$ cat src/hdl/xcfr_pkg.sv
// Package for the XOR-checked frame receiver.
// Holds the phase and result codes, the register map and the result type.
// No dependencies; every other file of the block but xcfr_if imports it.
package xcfr_pkg;

   localparam int unsigned CSR_ADDR_WIDTH = 3;
   localparam int unsigned CSR_DATA_WIDTH = 32;

   localparam logic [0:0] CSR_IDX_MAX_PAYLOAD = 1'd0;
   localparam logic [7:0] MAX_PAYLOAD_RESET   = 8'd255;

   localparam logic [1:0] PH_TYPE    = 2'd0;
   localparam logic [1:0] PH_LENGTH  = 2'd1;
   localparam logic [1:0] PH_PAYLOAD = 2'd2;
   localparam logic [1:0] PH_CHECK   = 2'd3;

   localparam logic [1:0] KIND_DATA   = 2'd0;
   localparam logic [1:0] KIND_GOOD   = 2'd1;
   localparam logic [1:0] KIND_BADSUM = 2'd2;
   localparam logic [1:0] KIND_BADLEN = 2'd3;

   typedef struct packed {
      logic [1:0] result_kind;
      logic [7:0] payload_byte;
      logic [7:0] frame_kind;
      logic       end_of_frame;
   } result_type;

endpackage

$ cat src/hdl/xcfr_if.sv
// Channel interfaces of the XOR-checked frame receiver.
// Depends on nothing; used by the receiver's top level and its parser.
interface xcfr_req_if;
   logic       valid;
   logic       ready;
   logic [7:0] rx_byte;

   modport source (output valid, output rx_byte, input ready);
   modport sink (input valid, input rx_byte, output ready);
endinterface

interface xcfr_rsp_if;
   logic       valid;
   logic       ready;
   logic [1:0] result_kind;
   logic [7:0] payload_byte;
   logic [7:0] frame_kind;
   logic       end_of_frame;

   modport source (output valid, output result_kind, output payload_byte,
                   output frame_kind, output end_of_frame, input ready);
   modport sink (input valid, input result_kind, input payload_byte,
                 input frame_kind, input end_of_frame, output ready);
endinterface

$ cat src/hdl/xor_checked_frame_receiver_unit.sv
// Top level of the XOR-checked frame receiver.
// Instantiates xcfr_csr and xcfr_parser; uses xcfr_pkg and xcfr_if.
//
// The req channel carries one received byte per request. Frames are a type
// byte, a length byte, that many payload bytes and a check byte equal to the
// XOR of all earlier bytes of the frame. The rsp channel returns one result
// per payload byte, one closing result at the check byte (good or bad
// checksum), or one length error when the length exceeds max_payload.
// Type bytes and accepted length bytes produce no result.
// A request accepted at one clock edge is held in an input register and is
// processed into the result register once that register is empty or its
// result is taken. One request is accepted every cycle while rsp is ready.
// While a result waits with rsp ready low, the result register holds it and
// req ready is low whenever the input register holds a request.
// Reset empties both registers, returns the parser to waiting for a type
// byte and sets max_payload to 255. The APB port writes max_payload at
// byte addresses 0 to 3 (paddr bit 2 clear); addresses 4 to 7 are ignored.
module xor_checked_frame_receiver_unit
   import xcfr_pkg::*;
(
   input  logic                      clock,
   input  logic                      reset,
   xcfr_req_if.sink                  req_chan,
   xcfr_rsp_if.source                rsp_chan,
   input  logic                      csr_psel,
   input  logic                      csr_penable,
   input  logic                      csr_pwrite,
   input  logic [CSR_ADDR_WIDTH-1:0] csr_paddr,
   input  logic [CSR_DATA_WIDTH-1:0] csr_pwdata,
   output logic [CSR_DATA_WIDTH-1:0] csr_prdata,
   output logic                      csr_pready
);

   logic [7:0] max_payload;

   xcfr_csr u_csr (
      .clock       (clock),
      .reset       (reset),
      .csr_psel    (csr_psel),
      .csr_penable (csr_penable),
      .csr_pwrite  (csr_pwrite),
      .csr_paddr   (csr_paddr),
      .csr_pwdata  (csr_pwdata),
      .csr_prdata  (csr_prdata),
      .csr_pready  (csr_pready),
      .max_payload (max_payload)
   );

   xcfr_parser u_parser (
      .clock       (clock),
      .reset       (reset),
      .max_payload (max_payload),
      .req_chan    (req_chan),
      .rsp_chan    (rsp_chan)
   );

endmodule

$ cat src/hdl/xcfr_csr.sv
// Configuration register block of the XOR-checked frame receiver.
// Decodes APB writes and reads of the max_payload register; uses xcfr_pkg.
module xcfr_csr
   import xcfr_pkg::*;
(
   input  logic                      clock,
   input  logic                      reset,
   input  logic                      csr_psel,
   input  logic                      csr_penable,
   input  logic                      csr_pwrite,
   input  logic [CSR_ADDR_WIDTH-1:0] csr_paddr,
   input  logic [CSR_DATA_WIDTH-1:0] csr_pwdata,
   output logic [CSR_DATA_WIDTH-1:0] csr_prdata,
   output logic                      csr_pready,
   output logic [7:0]                max_payload
);

   logic [7:0] max_payload_ff;
   logic [7:0] max_payload_in;
   logic       wr_hit;

   assign csr_pready = 1'b1;
   assign wr_hit = csr_psel && csr_penable && csr_pwrite &&
                   (csr_paddr[2] == CSR_IDX_MAX_PAYLOAD);

   always_comb begin
      max_payload_in = max_payload_ff;
      if (wr_hit) begin
         max_payload_in = csr_pwdata[7:0];
      end
   end

   always_ff @(posedge clock) begin
      if (reset) begin
         max_payload_ff <= MAX_PAYLOAD_RESET;
      end else begin
         max_payload_ff <= max_payload_in;
      end
   end

   always_comb begin
      csr_prdata = '0;
      if (csr_paddr[2] == CSR_IDX_MAX_PAYLOAD) begin
         csr_prdata = {{(CSR_DATA_WIDTH-8){1'b0}}, max_payload_ff};
      end
   end

   assign max_payload = max_payload_ff;

endmodule

$ cat src/hdl/xcfr_parser.sv
// Frame parser of the XOR-checked frame receiver.
// Input register, frame state and result register; uses xcfr_pkg and xcfr_if.
module xcfr_parser
   import xcfr_pkg::*;
(
   input  logic         clock,
   input  logic         reset,
   input  logic [7:0]   max_payload,
   xcfr_req_if.sink     req_chan,
   xcfr_rsp_if.source   rsp_chan
);

   logic       in_valid_ff, in_valid_in;
   logic [7:0] in_byte_ff, in_byte_in;
   logic [1:0] phase_ff, phase_in;
   logic [7:0] held_type_ff, held_type_in;
   logic [7:0] held_length_ff, held_length_in;
   logic [7:0] bytes_seen_ff, bytes_seen_in;
   logic [7:0] running_xor_ff, running_xor_in;
   logic       out_valid_ff, out_valid_in;
   result_type out_data_ff, out_data_in;
   logic       advance;
   logic       has_result;
   result_type result;
   logic [7:0] bytes_next;

   assign advance = in_valid_ff && (!out_valid_ff || rsp_chan.ready);
   assign req_chan.ready = !in_valid_ff || advance;
   assign bytes_next = bytes_seen_ff + 8'd1;

   always_comb begin
      phase_in       = phase_ff;
      held_type_in   = held_type_ff;
      held_length_in = held_length_ff;
      bytes_seen_in  = bytes_seen_ff;
      running_xor_in = running_xor_ff;
      has_result     = 1'b0;
      result         = '{result_kind: KIND_DATA, payload_byte: 8'd0,
                         frame_kind: held_type_ff, end_of_frame: 1'b0};
      unique case (phase_ff)
         PH_TYPE: begin
            held_type_in   = in_byte_ff;
            running_xor_in = in_byte_ff;
            held_length_in = 8'd0;
            bytes_seen_in  = 8'd0;
            phase_in       = PH_LENGTH;
         end
         PH_LENGTH: begin
            if (in_byte_ff > max_payload) begin
               has_result          = 1'b1;
               result.result_kind  = KIND_BADLEN;
               result.end_of_frame = 1'b1;
               phase_in            = PH_TYPE;
            end else begin
               held_length_in = in_byte_ff;
               bytes_seen_in  = 8'd0;
               running_xor_in = running_xor_ff ^ in_byte_ff;
               phase_in       = (in_byte_ff == 8'd0) ? PH_CHECK : PH_PAYLOAD;
            end
         end
         PH_PAYLOAD: begin
            has_result          = 1'b1;
            result.payload_byte = in_byte_ff;
            running_xor_in      = running_xor_ff ^ in_byte_ff;
            bytes_seen_in       = bytes_next;
            if (bytes_next >= held_length_ff) begin
               phase_in = PH_CHECK;
            end
         end
         PH_CHECK: begin
            has_result          = 1'b1;
            result.result_kind  = (in_byte_ff == running_xor_ff) ? KIND_GOOD : KIND_BADSUM;
            result.end_of_frame = 1'b1;
            phase_in            = PH_TYPE;
         end
         default: begin
            phase_in = PH_TYPE;
         end
      endcase
   end

   always_comb begin
      in_valid_in = in_valid_ff;
      in_byte_in  = in_byte_ff;
      if (req_chan.ready) begin
         in_valid_in = req_chan.valid;
         in_byte_in  = req_chan.rx_byte;
      end
      out_valid_in = out_valid_ff;
      out_data_in  = out_data_ff;
      if (advance && has_result) begin
         out_valid_in = 1'b1;
         out_data_in  = result;
      end else if (rsp_chan.ready) begin
         out_valid_in = 1'b0;
      end
   end

   always_ff @(posedge clock) begin
      if (reset) begin
         in_valid_ff    <= 1'b0;
         out_valid_ff   <= 1'b0;
         phase_ff       <= PH_TYPE;
         held_type_ff   <= 8'd0;
         held_length_ff <= 8'd0;
         bytes_seen_ff  <= 8'd0;
         running_xor_ff <= 8'd0;
      end else begin
         in_valid_ff  <= in_valid_in;
         out_valid_ff <= out_valid_in;
         if (advance) begin
            phase_ff       <= phase_in;
            held_type_ff   <= held_type_in;
            held_length_ff <= held_length_in;
            bytes_seen_ff  <= bytes_seen_in;
            running_xor_ff <= running_xor_in;
         end
      end
   end

   always_ff @(posedge clock) begin
      in_byte_ff  <= in_byte_in;
      out_data_ff <= out_data_in;
   end

   assign rsp_chan.valid        = out_valid_ff;
   assign rsp_chan.result_kind  = out_data_ff.result_kind;
   assign rsp_chan.payload_byte = out_data_ff.payload_byte;
   assign rsp_chan.frame_kind   = out_data_ff.frame_kind;
   assign rsp_chan.end_of_frame = out_data_ff.end_of_frame;

endmodule

$ cat src/flat_wrapper.sv
// flat-port wrapper written by rule: the top's interface ports become plain ports
module xor_checked_frame_receiver_unit_flat import xcfr_pkg::*;
  (clock, reset, csr_psel, csr_penable, csr_pwrite, csr_paddr, csr_pwdata, csr_prdata, csr_pready, req_chan_valid, req_chan_rx_byte, req_chan_ready, rsp_chan_valid, rsp_chan_result_kind, rsp_chan_payload_byte, rsp_chan_frame_kind, rsp_chan_end_of_frame, rsp_chan_ready);
  xcfr_req_if req_chan_i ();
  xcfr_rsp_if rsp_chan_i ();
  input  logic clock;
  input  logic reset;
  input  logic csr_psel;
  input  logic csr_penable;
  input  logic csr_pwrite;
  input  logic [CSR_ADDR_WIDTH-1:0] csr_paddr;
  input  logic [CSR_DATA_WIDTH-1:0] csr_pwdata;
  output logic [CSR_DATA_WIDTH-1:0] csr_prdata;
  output logic csr_pready;
  input wire logic [$bits(req_chan_i.valid)-1:0] req_chan_valid;
  input wire logic [$bits(req_chan_i.rx_byte)-1:0] req_chan_rx_byte;
  output wire logic [$bits(req_chan_i.ready)-1:0] req_chan_ready;
  output wire logic [$bits(rsp_chan_i.valid)-1:0] rsp_chan_valid;
  output wire logic [$bits(rsp_chan_i.result_kind)-1:0] rsp_chan_result_kind;
  output wire logic [$bits(rsp_chan_i.payload_byte)-1:0] rsp_chan_payload_byte;
  output wire logic [$bits(rsp_chan_i.frame_kind)-1:0] rsp_chan_frame_kind;
  output wire logic [$bits(rsp_chan_i.end_of_frame)-1:0] rsp_chan_end_of_frame;
  input wire logic [$bits(rsp_chan_i.ready)-1:0] rsp_chan_ready;
  assign req_chan_i.valid = req_chan_valid;
  assign req_chan_i.rx_byte = req_chan_rx_byte;
  assign req_chan_ready = req_chan_i.ready;
  assign rsp_chan_valid = rsp_chan_i.valid;
  assign rsp_chan_result_kind = rsp_chan_i.result_kind;
  assign rsp_chan_payload_byte = rsp_chan_i.payload_byte;
  assign rsp_chan_frame_kind = rsp_chan_i.frame_kind;
  assign rsp_chan_end_of_frame = rsp_chan_i.end_of_frame;
  assign rsp_chan_i.ready = rsp_chan_ready;
  xor_checked_frame_receiver_unit u_core (.clock(clock), .reset(reset), .req_chan(req_chan_i), .rsp_chan(rsp_chan_i), .csr_psel(csr_psel), .csr_penable(csr_penable), .csr_pwrite(csr_pwrite), .csr_paddr(csr_paddr), .csr_pwdata(csr_pwdata), .csr_prdata(csr_prdata), .csr_pready(csr_pready));
endmodule
$ cat config.mk
export PLATFORM = sky130hd
export DESIGN_NAME = xor_checked_frame_receiver_unit_flat
export DESIGN_NICKNAME = d
export VERILOG_FILES = /design/src/hdl/xcfr_pkg.sv /design/src/hdl/xcfr_if.sv /design/src/hdl/xor_checked_frame_receiver_unit.sv /design/src/hdl/xcfr_csr.sv /design/src/hdl/xcfr_parser.sv /design/src/flat_wrapper.sv
export SDC_FILE = /design/constraint.sdc
export NUM_CORES = 1
export LEC_CHECK = 0
export ABC_AREA = 1
export BUFFER_PORTS_ARGS = -buffer_cell sky130_fd_sc_hd__buf_2
export CORE_MARGIN = 5
export CORE_UTILIZATION = 57
export CTS_CLUSTER_SIZE = 14
export DETAILED_ROUTE_END_ITERATION = 8
export GPL_TIMING_DRIVEN = 0
export HOLD_SLACK_MARGIN = 0.02
export PLACE_DENSITY = 0.86
export SLEW_MARGIN = 20
export SYNTH_ARGS = -nofsm -noshare
export SYNTH_HDL_FRONTEND = slang
export SYNTH_SLANG_ARGS = --single-unit
$ cat constraint.sdc
create_clock -name clock -period 3.9 [get_ports clock]
set_clock_uncertainty 0.15 [all_clocks]
set_input_delay 0.78 -clock clock [delete_from_list [all_inputs] [get_ports clock]]
set_output_delay 0.78 -clock clock [all_outputs]
set_load 0.01 [all_outputs]
# Yosys cells after proc, flatten, opt, wreduce, memory -nomap -nowiden
# Index checks and enable logic that the tools add are counted.
dict set report totals {
  register_bits 71
  latchBits 0
  mem_bits_rw 0
  romBits 0
  inputBits 50
  output_inout_bits 54
  word_cells 62
  memories 0
}
dict set report classes {
  add_sub_neg 1
  multipliers 0
  n_div 0
  magnitude_cmp 2
  n_eq_ne 6
  n_shift 0
  muxes 19
  n_bitwise 2
  reduce_logical 19
}
# operator count
set op_table {}
lappend op_table {{$pmux 8 s3} 2}
lappend op_table {{$mux 8} 4}
lappend op_table {{$pmux 8 s2} 1}
lappend op_table {{$add 8x1->8 const B} 1}
lappend op_table {{$eq 8x8->1} 1}
lappend op_table {{$ge 8x8->1} 1}
lappend op_table {{$gt 8x8->1} 1}
lappend op_table {{$logic_not 8->1} 1}
lappend op_table {{$mux 2} 4}
lappend op_table {{$pmux 2 s4} 1}
lappend op_table {{$xor 8x8->8} 1}
lappend op_table {{$reduce_and 3->1} 2}
lappend op_table {{$logic_and 1x1->1} 5}
lappend op_table {{$eq 2x2->1 const B} 2}
lappend op_table {{$mux 1} 4}
lappend op_table {{$ne 2x2->1 const B} 2}
lappend op_table {{$pmux 1 s2} 2}
lappend op_table {{$pmux 2 s2} 1}
lappend op_table {{$reduce_and 2->1} 2}
lappend op_table {{$reduce_bool 2->1} 2}
lappend op_table {{$reduce_bool 3->1} 1}
lappend op_table {{$eq 2x1->1 const B} 1}
lappend op_table {{$logic_not 1->1} 2}
lappend op_table {{$logic_not 2->1} 1}
lappend op_table {{other kinds (3)} 4}

# Longest topological paths before layout
# Gate-level depths: netlist of run 1.
dict set report logic_depth {
  depth_word 5
  mapped_depth 18
  mapped_depth_nobuf 18
}

# Hierarchy
# Synthesis of run 1 repeated with hierarchy kept, for this count alone.
dict set report unflattened {
  cells_unflattened 484
  hier_area_um2 3837.4
}
# mod instances cells_per_inst area_per_inst_um2 seq_area_each_um2
set modules_own_cells {}
lappend modules_own_cells {xcfr_parser 1 402 3254.4 1531.5}
lappend modules_own_cells {xcfr_csr 1 82 583.1 160.2}

# Least setup slack after synthesis of run 1
# No wires, ideal clock.
dict set report synth_path {
  path_kind {input port to flip-flop}
  startpoint {input port rsp_chan_ready}
  endpoint {register u_core.u_parser.out_data_ff (netlist bit u_core.u_parser.rsp_chan.end_of_frame), enable pin}
  arrival_ns 1.800
  t_required_ns 3.376
  setup_slack_ns 1.576
  stages 7
  path_cell_list {inv_1 nand2_1 nand2_1 inv_1 buf_2 nand3_1 inv_1}
}
dict set report synth_between {
  elab_chain_len 3
}
# element line_no
set synth_lines {}
lappend synth_lines {{from (decl)} flat_wrapper.sv:23} ;# input wire logic [$bits(rsp_chan_i.ready)-1:0] rsp_chan_ready;
lappend synth_lines {{$logic_or 1x1->1} xcfr_parser.sv:27} ;# assign advance = in_valid_ff && (!out_valid_ff || rsp_chan.ready);
lappend synth_lines {{$logic_and 1x1->1} xcfr_parser.sv:27}
lappend synth_lines {{$logic_and 1x1->1} xcfr_parser.sv:91} ;# if (advance && has_result) begin
lappend synth_lines {{to (signal assigned)} xcfr_parser.sv:123} ;# out_data_ff <= out_data_in;
lappend synth_lines {{to (decl)} xcfr_parser.sv:21} ;# result_type out_data_ff, out_data_in;
# Every way passes these cells.
# A chain may end at the register's enable or synchronous reset.

# Worst setup path in the final report of run 1
dict set report layout_path {
  startpoint {register u_core.u_parser.in_byte_ff[3]}
  endpoint {register u_core.u_parser.out_data_ff (netlist bit u_core.u_parser.rsp_chan.payload_byte[2]), enable pin}
}
dict set report layout_between {
  elab_chain_len 4
}
# element line_no
set layout_lines {}
lappend layout_lines {{from (decl)} xcfr_parser.sv:14} ;# logic [7:0] in_byte_ff, in_byte_in;
lappend layout_lines {{from (signal assigned)} xcfr_parser.sv:122} ;# in_byte_ff <= in_byte_in;
lappend layout_lines {{$gt 8x8->1} xcfr_parser.sv:49} ;# if (in_byte_ff > max_payload) begin
lappend layout_lines {{$mux 1} xcfr_parser.sv:49}
lappend layout_lines {{$pmux 1 s2} xcfr_parser.sv:40} ;# unique case (phase_ff)
lappend layout_lines {{$logic_and 1x1->1} xcfr_parser.sv:91}
# Every way passes these cells.

==> impl_metrics.env, run 1 <==
export IMPL_status="finished, final reports clean"
export IMPL_tns_ps=0
export IMPL_wl_met3_um=672
export IMPL_nNetsFinal=616
export IMPL_grt_pass1_vias=2961
export IMPL_yosysTopAreaCell="dfxtp_1"
export IMPL_synthFlopType="dfxtp_1"
export IMPL_path_clk_slew_ps=80
export IMPL_die_h_um=91.1
export IMPL_max_freq_mhz=364
export IMPL_worst_ep_arrival_time_ps=2590
export IMPL_gp_congestion=0.897
export IMPL_finalHoldViolations=0
export IMPL_cp_end_kind="register"
export IMPL_num_antenna_cells=0
export IMPL_grt_first_pass_wirelength_mm=13.7
export IMPL_drc=0
export IMPL_period_minus_slack_ps=2750
export IMPL_setup_viol=0
export IMPL_clk_latency_ps=360
export IMPL_avgSynthCellArea_sq_um=8.13
export IMPL_cts_setup_buffers=0
export IMPL_hp_class="register to register"
export IMPL_wl_per_cell_um=12.8
export IMPL_pre_cts_ws_ps=1210
export IMPL_placed_area_sq_um=4180
export IMPL_firstDrtPassIters=4
export IMPL_grt_use_total_pct=20.3
export IMPL_hpwl_mm=5.89
export IMPL_fp_dieW_um=91.1
export IMPL_drt_initial_drc_count=191
export IMPL_synth_top_cell_area_share_pct=23.5
export IMPL_ios=104
export IMPL_grt_overflow=0
export IMPL_synthTopCellsByCount="nand2_1, inv_1, dfxtp_1, a21oi_1, edfxtp_1"
export IMPL_worstMarginPinSlew_ps=693
export IMPL_power_switching_mw=0.427
export IMPL_final_cell_area_sq_um=4350
export IMPL_met1_length_mm=3.18
export IMPL_antenna_left=0
export IMPL_async_flop_share_pct=0
export IMPL_drv_slew=0
export IMPL_vias_per_cell=4.90
export IMPL_htreeDepth=3
export IMPL_cts_root_buf="clkbuf_8"
export IMPL_cts_resized=0
export IMPL_swShare_pct=28.0
export IMPL_ys_top_cells_by_area="dfxtp_1, edfxtp_1, nand2_1"
export IMPL_cts_inserted_buffers=9
export IMPL_drt_wl_total_mm=8.04
export IMPL_maxCapViolCount=0
export IMPL_register_area_sq_um=1690
export IMPL_share_seq_of_total_power_pct=53.3
export IMPL_vias=3075
export IMPL_path_class="register to register"
export IMPL_io_buffers=50
export IMPL_clock_sinks=71
export IMPL_start_kind="register"
export IMPL_core_rowCount=29
export IMPL_pwr_density_cell_nw_per_um2=350
export IMPL_top_layer="met4"
export IMPL_irDropWorstVdd_v=0.000260
export IMPL_synth_area_sq_um=3750
export IMPL_clockBufferDepth=2
export IMPL_syn_instance_count=461
export IMPL_start_util_pct=58.7
export IMPL_rsz0062_at_grt="false"
export IMPL_ys_types=33
export IMPL_p_int_mw=1.10
export IMPL_synth_most_common_cell="nand2_1"
export IMPL_fillerInstances=514
export IMPL_worst_slack_ps=1150
export IMPL_ys_ff_latch=71
export IMPL_fp_dieArea_sq_um=8300
export IMPL_leakage_nw=2.19
export IMPL_multi_input_area_sq_um=1600
export IMPL_ys_warn_count=0
export IMPL_synthToLayoutAreaGrowth_pct=16.2
export IMPL_seq_area_frac_synth_pct=45.1
export IMPL_cp_data_required_time_ps=3740
export IMPL_grt_max_degree=20
export IMPL_synth_edf_count=27
export IMPL_path_max_fanout=19
export IMPL_core_area_sq_um=6390
export IMPL_cts_tree="built"
export IMPL_pwr_share_comb_pct=12.1
export IMPL_timing_slew_headroom_pct=53.8
export IMPL_drive_above_1_share_pct=21.1
export IMPL_antenna_found_initial=0
export IMPL_fin_crit_sh_pct=70.5
export IMPL_reg2reg_setup_slack_ps=1150
export IMPL_fin_util_pct=68.2
export IMPL_holdBufCountCts=0
export IMPL_met2_length_mm=4.04
export IMPL_clock_power_share_pct=34.7
[layout by cell type, fill, tap and decap left out, types with 2 or more instances in the layout]
cell type / n
or2_2: 2
clkbuf_8: 9
nand3_4: 2
buf_4: 25
nand2_1: 121
o211ai_1: 8
clkbuf_1: 9
xor2_1: 9
a21o_1: 2
clkinv_4: 2
clkinvlp_4: 2
nor2_1: 25
nand3_1: 17
a21oi_1: 33
dfxtp_1: 44
buf_2: 53
nand2_2: 6
inv_1: 73
nand4_1: 2
ha_1: 21
nor2_2: 2
nor2_4: 2
conb_1: 25
nor3_1: 2
edfxtp_1: 27
nor4_1: 2
a21oi_2: 4
o21ai_0: 11
[layout make-up]
class	instances	share of cell area, %
buffer	38	5.95
inverter	75	6.52
tap	77	2.21
multi-input combinational	300	36.7
clock buffer	10	2.93
sequential	71	38.9
timing repair buffer	50	5.75
clock inverter	6	1.06
[through the flow]
stage / total power, mW / std cells / hold slack, ps
after detailed placement: 1.01 / 611 / 270
after floorplan: 0.959 / 484 / 259
after CTS: 1.53 / 627 / 285
after global placement: 0.999 / 611 / 266
final: 1.52 / 627 / 292
after global routing: 1.60 / 627 / 302
[per-layer routing]
| metal | GRT usage [%] | up-vias |
|---|---|---|
| met2 | 34.6 | 121 |
| met1 | 24.8 | 1371 |
| met4 | 6.60 | 0 |
| met3 | 5.62 | 12 |
| li1 | - | 1571 |
| met5 | 0 | - |
[power groups by stage]
stage	combinational (mW)	clock, mW	sequential (mW)
3_3_place_gp	0.173	0	0.827
3_5_place_dp	0.179	0	0.828
5_1_grt	0.211	0.576	0.814
4_1_cts	0.181	0.533	0.811
6_report	0.184	0.528	0.812
2_1_floorplan	0.140	0	0.819
[registers in the layout (all words and copies together) (netlist names), named ones only]
| name | count |
|---|---|
| u_core.u_parser.held_type_ff | 8 |
| u_core.u_parser.rsp_chan.frame_kind | 8 |
| u_core.u_parser.in_valid_ff | 1 |
| u_core.u_parser.rsp_chan.valid | 1 |
| u_core.u_parser.bytes_seen_ff | 8 |
| u_core.u_parser.rsp_chan.payload_byte | 8 |
| u_core.u_parser.running_xor_ff | 8 |
| u_core.u_parser.held_length_ff | 8 |
| u_core.u_parser.rsp_chan.result_kind | 2 |
| u_core.u_parser.phase_ff | 1 |
| u_core.u_parser.in_byte_ff | 8 |
| u_core.u_parser.rsp_chan.end_of_frame | 1 |
| u_core.u_csr.max_payload | 8 |
[path summary, 6_finish.rpt]
kind / from / to / cells after the start
hold reg to reg: u_core.u_parser.held_type_ff[6] / u_core.u_parser.rsp_chan.frame_kind[6] / 0
setup / recovery: u_core.u_parser.in_byte_ff[3] / u_core.u_parser.rsp_chan.payload_byte[2] / 11
setup reg to reg: u_core.u_parser.in_byte_ff[3] / u_core.u_parser.rsp_chan.payload_byte[2] / 11
hold / removal: u_core.u_parser.held_type_ff[6] / u_core.u_parser.rsp_chan.frame_kind[6] / 0
[kinds of logic after synthesis]
family	after synthesis	synth area share, %
fa+ha+maj	21	7.01
mux	1	0.267
compound gates	58	8.81
simple gates	186	22.0
buf+inv	113	14.5
flops	71	45.1
xor+xnor	9	2.10
other cells	2	0.200
[worst max-delay path, cell delays in order (launching register included)]
cell and delay (ps):
edfxtp_1 550, ha_1 370, nand2_1 60, inv_2 70, nand2_1 50, nand2_1 70, nand2_1 90, nand2_2 110
nand3_4 110, nand3_1 100, nand3_1 90, inv_1 530
Power figures use the tool's default switching activity.
==> run 2: changes to the inputs <==
--- a/config.mk
+++ b/config.mk
@@ -8,12 +8,12 @@
 export ABC_AREA = 1
 export BUFFER_PORTS_ARGS = -buffer_cell sky130_fd_sc_hd__buf_2
 export CORE_MARGIN = 5
-export CORE_UTILIZATION = 57
+export CORE_UTILIZATION = 47
 export CTS_CLUSTER_SIZE = 14
 export DETAILED_ROUTE_END_ITERATION = 8
 export GPL_TIMING_DRIVEN = 0
 export HOLD_SLACK_MARGIN = 0.02
-export PLACE_DENSITY = 0.86
+export PLACE_DENSITY = 0.76
 export SLEW_MARGIN = 20
 export SYNTH_ARGS = -nofsm -noshare
 export SYNTH_HDL_FRONTEND = slang
==> constraint.sdc (replaced) <==
create_clock -name clock -period 2.2 [get_ports clock]
set_clock_uncertainty 0.15 [all_clocks]
set_input_delay 0.44 -clock clock [delete_from_list [all_inputs] [get_ports clock]]
set_output_delay 0.44 -clock clock [all_outputs]
set_load 0.01 [all_outputs]
==> impl_metrics.env, run 2 (synthesis gave the netlist of run 1 again) <==
export IMPL_final_common_cell="nand2_1"
export IMPL_path_cells="nand3_2, nor2_4, nand3_2, nand3b_1, and2_1, ha_4, a21o_1, nor2_1, nand4_1, nand2_2, inv_2, nand2_1, nand2_1, a21oi_1"
export IMPL_firstDrtPassIters=7
export IMPL_path_class="register to register"
export IMPL_antenna_left=0
export IMPL_rsz0062_at_grt="true"
export IMPL_grt_pass1_vias=2946
export IMPL_swShare_pct=27.7
export IMPL_p_int_mw=2.10
export IMPL_core_area_sq_um=7730
export IMPL_hp_class="input pin to register"
export IMPL_fp_dieArea_sq_um=9860
export IMPL_gp_congestion=0.867
export IMPL_die_h_um=99.3
export IMPL_pwr_share_comb_pct=13.8
export IMPL_share_seq_of_total_power_pct=49.1
export IMPL_worst_slack_ps=-112
export IMPL_drc=0
export IMPL_status="complete, but fails checks"
export IMPL_wl_per_cell_um=13.2
export IMPL_irDropWorstVdd_v=0.000369
export IMPL_path_delay_family="simple AND/OR/NAND/NOR gates"
export IMPL_r2r_end="u_core.u_parser.phase_ff[0]"
export IMPL_pre_cts_ws_ps=-322
export IMPL_drive_above_1_share_pct=31.3
export IMPL_worst_ep_arrival_time_ps=2460
export IMPL_vias_per_cell=4.74
export IMPL_period_minus_slack_ps=2310
export IMPL_final_cell_mix="nand2_1, inv_1, buf_2"
export IMPL_cts_root_buf="clkbuf_8"
export IMPL_clockBufferDepth=2
export IMPL_power_switching_mw=0.804
export IMPL_violations="setup timing"
export IMPL_clock_power_share_pct=37.1
export IMPL_drt_initial_drc_count=172
export IMPL_hold_path_end="u_core.u_parser.in_byte_ff[6]"
export IMPL_cp_data_required_time_ps=2340
export IMPL_pwr_density_cell_nw_per_um2=596
export IMPL_synthToLayoutAreaGrowth_pct=30.2
export IMPL_vias=3212
export IMPL_leakage_nw=2.36
export IMPL_r2r_start="u_core.u_parser.bytes_seen_ff[1]"
export IMPL_start_kind="register"
export IMPL_drt_wl_total_mm=8.94
export IMPL_ios=104
export IMPL_worstMarginPinSlew_ps=591
export IMPL_cpPeakStageDelay_ps=380
export IMPL_worst_r2r_path_depth=14
export IMPL_final_cell_area_sq_um=4880
export IMPL_max_freq_mhz=432
export IMPL_placed_area_sq_um=4220
export IMPL_finalHoldViolations=0
export IMPL_core_rowCount=32
export IMPL_reg2reg_setup_slack_ps=-110
export IMPL_crit_slowest_cell="dfxtp_4"
export IMPL_cp_end_kind="register"
export IMPL_fin_cells=677
export IMPL_path_max_fanout=3
export IMPL_io_buffers=50
export IMPL_cts_tree="built"
export IMPL_clk_latency_ps=360
export IMPL_grt_use_total_pct=16.9
export IMPL_fin_crit_sh_pct=105
export IMPL_crit_buf_inv=1
export IMPL_clock_sinks=71
export IMPL_nNetsFinal=641
export IMPL_start_util_pct=48.5
export IMPL_num_antenna_cells=0
export IMPL_hpwl_mm=5.79
export IMPL_fp_dieW_um=99.3
export IMPL_grt_max_degree=20
export IMPL_cts_inserted_buffers=9
export IMPL_place_inst=636
export IMPL_hp_start="req_chan_rx_byte[6]"
export IMPL_setup_viol=17
export IMPL_antenna_found_initial=0
export IMPL_drv_slew=0
export IMPL_maxCapViolCount=0
export IMPL_timing_slew_headroom_pct=60.6
export IMPL_path_clk_slew_ps=80
export IMPL_htreeDepth=3
export IMPL_grt_overflow=0
export IMPL_whs_path_depth=1
export IMPL_grt_first_pass_wirelength_mm=13.3
-- run 2: changes by cell type in the layout (fill, tap and decap cells not counted), moves of 5 or more --
cell | previous run | this run
ha_4 | 0 | 9
nand2_2 | 6 | 14
inv_1 | 73 | 67
buf_4 | 25 | 46
ha_1 | 21 | 12
nand2_1 | 121 | 111
inv_2 | 1 | 6
-- run 2: layout make-up --
type,count,area [sq um]
clock inverters,7,80.1
multi-input cells,300,1810
plain buffers,38,259
inverters,75,288
well taps,102,128
clock buffers,9,124
fillers,627,2850
repair buffers,75,489
flip-flops and latches,71,1700
-- run 2: power by group through the flow --
stage	Sequential (mW)	Combinational (mW)	Clock, mW
global placement	1.47	0.309	0
finish	1.43	0.401	1.08
global route	1.43	0.444	1.16
floorplan	1.45	0.248	0
detailed placement	1.47	0.319	0
CTS	1.42	0.356	1.09
-- run 2: worst max-delay path by stage --
| stage | depth (start not counted) | startpoint | endpoint | slack [ps] |
|---|---|---|---|---|
| floorplan | 11 | u_core.u_parser.in_byte_ff[1] | u_core.u_parser.rsp_chan.end_of_frame | 5 |
| global placement | 11 | u_core.u_parser.in_byte_ff[3] | u_core.u_parser.rsp_chan.payload_byte[0] | -300 |
| detailed placement | 11 | u_core.u_parser.in_byte_ff[3] | u_core.u_parser.rsp_chan.payload_byte[4] | -320 |
| CTS | 17 | u_core.u_parser.bytes_seen_ff[1] | u_core.u_parser.phase_ff[0] | -130 |
| global route | 17 | u_core.u_parser.bytes_seen_ff[1] | u_core.u_parser.phase_ff[0] | -200 |
| finish | 14 | u_core.u_parser.bytes_seen_ff[1] | u_core.u_parser.phase_ff[0] | -110 |
-- run 2: through the flow --
step | total power, mW | hold slack [ps] | util (%) | setup TNS (ps)
detailed placement | 1.79 | 265 | 54.5 | -6650
floorplan | 1.70 | 259 | - | 0
global route | 3.03 | 92.1 | 63.1 | -2080
finish | 2.91 | 99.4 | 63.1 | -492
global placement | 1.77 | 266 | 54.5 | -6040
CTS | 2.87 | 94.5 | 59.4 | -238
-- run 2: what timing repair did --
action,CTS,global route
gates cloned,0,3
endpoints found under the setup margin,29,24
hold buffers,0,0
resized for setup,14,34
buffers inserted,14,8
pin swaps,10,21
-- run 2: layer usage --
metal / vias up / track usage, % / wire length (um) / share of wire (%)
met1: 1428 / 20.6 / 3620 / 40
met3: 24 / 3.86 / 588 / 6.6
met4: 0 / 7.56 / 192 / 2.1
met2: 137 / 28.5 / 4540 / 51
met5: - / 0 / 0 / 0
li1: 1623 / - / - / -
-- run 2: worst register-to-register path, cell delays in order, from the launching register on --
cell      delay [ps]
dfxtp_4          380
nand3_2          120
nor2_4           130
nand3_2           90
nand3b_1         150
and2_1           180
ha_4             230
a21o_1           180
nor2_1           110
nand4_1          140
nand2_2          110
inv_2             50
nand2_1           70
nand2_1           60
a21oi_1          120
